## src/hdl/dng_pkg.sv

```systemverilog
// Shared types, constants and helpers for the digital net generator.
package dng_pkg;

  localparam int MAX_DIMS    = 16;
  localparam int MAX_COLUMNS = 32;
  localparam int WORD_BITS   = 64;

  localparam int DIM_W  = $clog2(MAX_DIMS);
  localparam int COL_W  = $clog2(MAX_COLUMNS);
  localparam int ADDR_W = DIM_W + COL_W;
  localparam int CFG_W  = 7;

  typedef enum logic [1:0] {
    OP_LOAD_MAT   = 2'd0,
    OP_LOAD_SHIFT = 2'd1,
    OP_START      = 2'd2,
    OP_ADVANCE    = 2'd3
  } op_t;

  typedef enum logic [1:0] {
    ST_OK      = 2'd0,
    ST_BOUNDS  = 2'd1,
    ST_RANGE   = 2'd2,
    ST_NO_RUN  = 2'd3
  } status_t;

  typedef enum logic [2:0] {
    CFG_DIMS_USED     = 3'd0,
    CFG_COLUMNS_USED  = 3'd1,
    CFG_FRACTION_BITS = 3'd2,
    CFG_GRAY_ORDER    = 3'd3,
    CFG_SHIFT_ENABLE  = 3'd4
  } cfg_idx_t;

  // Control from the sequencer to the coordinate unit.
  typedef struct packed {
    logic             clear;
    logic             xor_en;
    logic [DIM_W-1:0] rd_dim;
    logic             shift_we;
    logic [DIM_W-1:0] shift_dim;
  } coord_ctl_t;

  function automatic logic [WORD_BITS-1:0] frac_mask(input logic [6:0] fb);
    logic [WORD_BITS-1:0] m;
    if (fb >= 7'(WORD_BITS)) begin
      m = '1;
    end else begin
      m = (WORD_BITS'(1) << fb) - WORD_BITS'(1);
    end
    return m;
  endfunction

endpackage

```

## src/hdl/dng_coord.sv

```systemverilog
// Coordinate accumulators, digital shift table and output word formatting.
module dng_coord
  import dng_pkg::*;
(
  input  logic                 clk,
  input  logic                 rst_n,
  input  coord_ctl_t           ctl,
  input  logic [WORD_BITS-1:0] shift_wdata,
  input  logic [WORD_BITS-1:0] xor_data,
  input  logic [WORD_BITS-1:0] fmask,
  input  logic                 shift_en,
  output logic [WORD_BITS-1:0] point_word,
  output logic [WORD_BITS-1:0] shifted_word
);

  logic [WORD_BITS-1:0] acc_r   [MAX_DIMS];
  logic [WORD_BITS-1:0] shift_r [MAX_DIMS];
  logic [WORD_BITS-1:0] acc_rd;

  assign acc_rd = acc_r[ctl.rd_dim];

  always_ff @(posedge clk) begin
    if (!rst_n || ctl.clear) begin
      for (int j = 0; j < MAX_DIMS; j++) begin
        acc_r[j] <= '0;
      end
    end else if (ctl.xor_en) begin
      acc_r[ctl.rd_dim] <= acc_rd ^ xor_data;
    end
  end

  always_ff @(posedge clk) begin
    if (ctl.shift_we) begin
      shift_r[ctl.shift_dim] <= shift_wdata;
    end
  end

  assign point_word   = acc_rd & fmask;
  assign shifted_word = shift_en ? ((acc_rd ^ shift_r[ctl.rd_dim]) & fmask) : '0;

endmodule

```

## config.mk

```make
export PLATFORM = sky130hd
export DESIGN_NAME = dng_coord
export DESIGN_NICKNAME = d
export VERILOG_FILES = /design/src/hdl/dng_pkg.sv /design/src/hdl/dng_coord.sv
export SDC_FILE = /design/constraint.sdc
export NUM_CORES = 2
export LEC_CHECK = 0
export CAP_MARGIN = 40
export CORE_MARGIN = 5
export CORE_UTILIZATION = 49
export DETAILED_ROUTE_END_ITERATION = 12
export DONT_BUFFER_PORTS = 1
export PLACE_DENSITY = 0.66
export SYNTH_ARGS = -nofsm -noshare
export SYNTH_HDL_FRONTEND = slang
export SYNTH_SLANG_ARGS = --single-unit
```

## constraint.sdc

```tcl
create_clock -name clk -period 6.1 [get_ports clk]
set_input_delay 0.61 -clock clk [delete_from_list [all_inputs] [get_ports clk]]
set_output_delay 0.61 -clock clk [all_outputs]
set_load 0.005 [all_outputs]
```

# Yosys cells after proc, flatten, opt, wreduce, memory -nomap -nowiden
# Memory sizes are Yosys's and may differ from the RTL's.
# Cells that the tools add are included.
[word_totals]
regBits = 0
latch_bits = 0
ramBits = 2048
mem_bits_ro = 0
in_bits = 206
output_inout_bits = 128
word_cells = 20
memories = 2
[mem_list]
columns = ["memory", "words", "width", "rd", "rd_ports_with_merged_regs", "wr", "line_no", "rtl"]
rows = [
  ["acc_r", 16, 64, 1, 0, 16, "dng_coord.sv:16", "logic [WORD_BITS-1:0] acc_r [MAX_DIMS];"],
  ["shift_r", 16, 64, 1, 0, 1, "dng_coord.sv:17", "logic [WORD_BITS-1:0] shift_r [MAX_DIMS];"],
]
[classes]
n_addsub = 0
multipliers = 0
div_mod_pow = 0
n_lt_le_gt_ge = 0
eq_ne = 0
shifts = 0
mux = 11
bitwise = 4
n_reduce_logical = 3
[op_table]
columns = ["operator", "count"]
rows = [
  ["64-bit AND", 2],
  ["64-bit 2-to-1 mux", 2],
  ["64-bit XOR", 2],
  ["64-bit OR reduction", 1],
  ["1-bit 2-to-1 mux", 8],
  ["4-bit 2-to-1 mux", 1],
  ["1-bit logical NOT", 1],
  ["1-bit logical OR", 1],
]

# Depth between registers and ports, before layout
[logic_depth]
ltp_word = 6
depth_mapped = 8
mapped_depth_nobuf = 5

# Worst setup path after synthesis
# No wires, ideal clock.
[synth_path]
path_type = "input -> register"
from = "in ctl[2] (netlist name)"
to = "mem shift_r[0][0] (enable)"
setup_time_ps = 565
t_arrival_ps = 5475
t_required_ps = 5535
slack_ps = 60
cell_stages = 2
path_buffers = 0
path_cell_list = "or3b_2 -> nor3_1"
[synth_lines]
columns = ["element", "line_no", "rtl"]
rows = [
  ["start: declaration", "dng_coord.sv:7", "input coord_ctl_t ctl,"],
  ["end: declaration", "dng_coord.sv:17", ""],
]
# Straight into the memory's write port.

# Worst setup path after layout
[layout_path]
from = "in ctl[6] (netlist name)"
to = "out shifted_word[16]"
[layout_between]
elab_chain_len = 4
elab_cells_between_ends = 5
cone_classes = "mux: 1; bitwise: 2; memory: 2"
[layout_rtl]
columns = ["element", "line_no", "rtl"]
rows = [
  ["memory read 16 x 64 bit, on equally long branches", "n/a", ""],
  ["64-bit XOR *", "dng_coord.sv:39", "assign shifted_word = shift_en ? ((acc_rd ^ shift_r[ctl.rd_dim]) & fmask) : '0;"],
  ["64-bit AND *", "dng_coord.sv:39", ""],
  ["64-bit 2-to-1 mux *", "dng_coord.sv:39", ""],
  ["end: declaration", "dng_coord.sv:13", "output logic [WORD_BITS-1:0] shifted_word"],
]
# Mark *: on every way between the ends. The rest lies on a longest branch, timed or not.

==> results.cfg <==
[status]
status = finished, final reports clean

[final_layout]
finalInstanceArea_sq_mm = 0.09863
area_growth_pct = 11.74
layout-drive-gt1-share = 0.2075
final_cell_mix = edfxtp_1 (2048), nor2_1 (1154), mux2i_1 (384)
multiInputGateArea_sq_mm = 0.02564
sequential_cell_area_sq_mm = 0.06150
fillers = 14070
final_common_cell = edfxtp_1
final-instance-count-excl-fill = 8235
nets = 5911

[timing]
rsz0062_at_grt = false
period_share = 0.9723
hold_viol_final = 0
timing.hold.ws_ps = 52.45
slew_headroom = 0.1657
setup_violations = 0
clock.fmax_ghz = 0.1686
worst_slew_pin_slew_ps = 1251
fin_crit_ps = 5931
setup_tns_ps = 0
finalMaxSlewViolations = 0
finClkSkew_ps = 13.03

[global_route]
grt_pass1_vias = 49440
antenna_found_initial = 20
grt.overflow.total = 0
grt_util_all_layers = 0.2638
grt_pass1_wl_mm = 357.3
grt_max_degree = 773

[synthesis]
synthTopCellsByArea = edfxtp_1 (70%), mux4_2 (6.5%), nor2_1 (5.0%), mux2i_1 (4.4%), mux2_2 (3.3%)
synth_area_per_cell_sq_um = 15.59
syn-cell-area_sq_mm = 0.08827
yosysWarnings = 0
synth_edf_count = 2048
ys_async_sr_fraction = 0
yosysTopAreaCell = edfxtp_1
synthFlopType = edfxtp_1
synth_cell_types = 27
syn_nets = 5868
synth_top_area_share = 0.6967
synthCells = 5662
synth_seq_cells = 2048
ys_seq_area_frac = 0.6967

[floorplan]
core_sq_mm = 0.1788
rows = 155
die-area_sq_mm = 0.1887
num_io_pins = 334
fp.dieW_microns = 434.4
die_h_microns = 434.4
start_util = 0.4936

[worst_setup_path]
end_kind = primary output
start_kind = input port
worstPathArrival_ps = 5320
required_ps = 5490
critPathMaxFanout = 174
critical_path_class = input port to primary output

[drt]
wl_per_cell_microns = 30.72
wirelength_mm = 253.0
dr_total_vias = 50950
drt.antenna.violating_nets = 0
drc = 0
vias_per_cell = 6.187
drt_iter0_markers = 6120
dr.pass1.iters = 6

[clocking]
clkSlewWorstSetupHoldPaths_ps = 60
cts_buffer_depth = 3
tritoncts = done
clk_latency_ps = 840
clock_tree.root_cell = clkbuf_16
cts_made_buffers = 200
cts.sinks = 2048
htreeDepth = 4
cts_setup_buffers = 0

[place]
post-dp-hpwl_mm = 148.2
placed_cell_area_sq_mm = 0.09138
port_buffers = 0
gp_congestion = 0.8965
dp_cells = 7782

[power_and_ir_drop]
leakagePower_nw = 35.19
powerDensity_mw_per_mm2 = 311.7
ir_worst_vdd_mv = 0.2178

[job]
maxCapViolCount = 0

[hold_path]
min_path_type = input port to register
==> cell usage after synthesis, types with 2 or more instances <==
library cell	count
nor2b_1	4
mux4_2	256
nor3b_1	2
buf_4	13
nand2_1	159
xnor2_1	128
buf_2	108
nand2b_1	3
nand3_1	5
nor3_2	128
buf_1	32
o22ai_1	192
a22o_1	128
nor3_1	133
buf_6	9
or2_2	128
nor2_1	1167
edfxtp_1	2048
mux2i_1	384
mux2_2	256
o21a_1	192
nand3b_1	2
clkbuf_1	181
==> final cells by class <==
cell class / count / area share
clock inverters: 114 / 0.01068
flip-flops and latches: 2048 / 0.6235
inverters: 1 / 0.00008880
well taps: 2355 / 0.02988
diodes: 11 / 0.0002791
repair buffers: 184 / 0.02218
multi-input cells: 3270 / 0.2600
clock buffers: 252 / 0.05337
==> per-stage QoR <==
stage / power [mW] / utilization / setup slack, ps
global route: 31.62 / 0.5515 / 77.04
detailed placement: 18.68 / 0.5111 / 2019
CTS: 30.69 / 0.5502 / 2045
finish: 30.74 / 0.5516 / 169.2
floorplan: 18.03 / - / 59.60
global placement: 18.60 / 0.5075 / 2077
==> critical path, stage by stage <==
cell	delay, ps
buf_16	370
buf_16	770
buf_16	590
buf_16	630
mux4_2	610
mux2i_1	660
xnor2_1	150
o22ai_1	390
==> routing by layer <==
layer	GRT usage	vias up	share of wire
met5	0	-	0.00045
met4	0.1126	18	0.050
met3	0.06637	507	0.095
met2	0.4141	2445	0.47
met1	0.3535	26330	0.39
li1	-	21640	-
==> power breakdown <==
group | leakage [nW] | switching (mW) | total [mW] | internal, mW
Sequential | 20.7 | 0.101 | 16.0 | 15.9
Clock | 3.08 | 5.30 | 12.0 | 6.75
Combinational | 11.4 | 1.71 | 2.68 | 0.972
Total | 35.2 | 7.11 | 30.7 | 23.6
==> registers in the layout, indices dropped and copies added, names as in the netlist <==
signal / flops
acc_r: 1024
shift_r: 1024
==> path summary, 6_finish.rpt <==
path	startpoint	end	slack (ps)	depth (start not counted)
setup reg to reg	acc_r[14][48]$_SDFFCE_PN0P_	acc_r[14][48]$_SDFFCE_PN0P_	4030	5
hold reg to reg	acc_r[1][50]$_SDFFCE_PN0P_	acc_r[2][50]$_SDFFCE_PN0P_	1060	5
setup / recovery	ctl[6]	shifted_word[16]	170	8
hold / removal	ctl[7]	acc_r[10][58]$_SDFFCE_PN0P_	50	2
==> timing repair <==
action                                 4_1_cts  5_1_grt
hold buffers                                67        0
gates resized for setup                      0        0
setup endpoints to repair                    0       65
endpoints found under the hold margin     1089        0
==> cells by family (layout without fill, tap and decap cells) <==
family          after synthesis  count (layout)  share of synthesized area
mux                         896             896                     0.1415
buf+inv                     344             551                    0.01748
compound gates              512             512                    0.04264
xor+xnor                    128             128                    0.01270
flops                      2048            2048                     0.6967
simple gates               1734            1734                    0.08891
other cells                   0              11                          0
No activity file was read; power rests on OpenSTA's default activity.
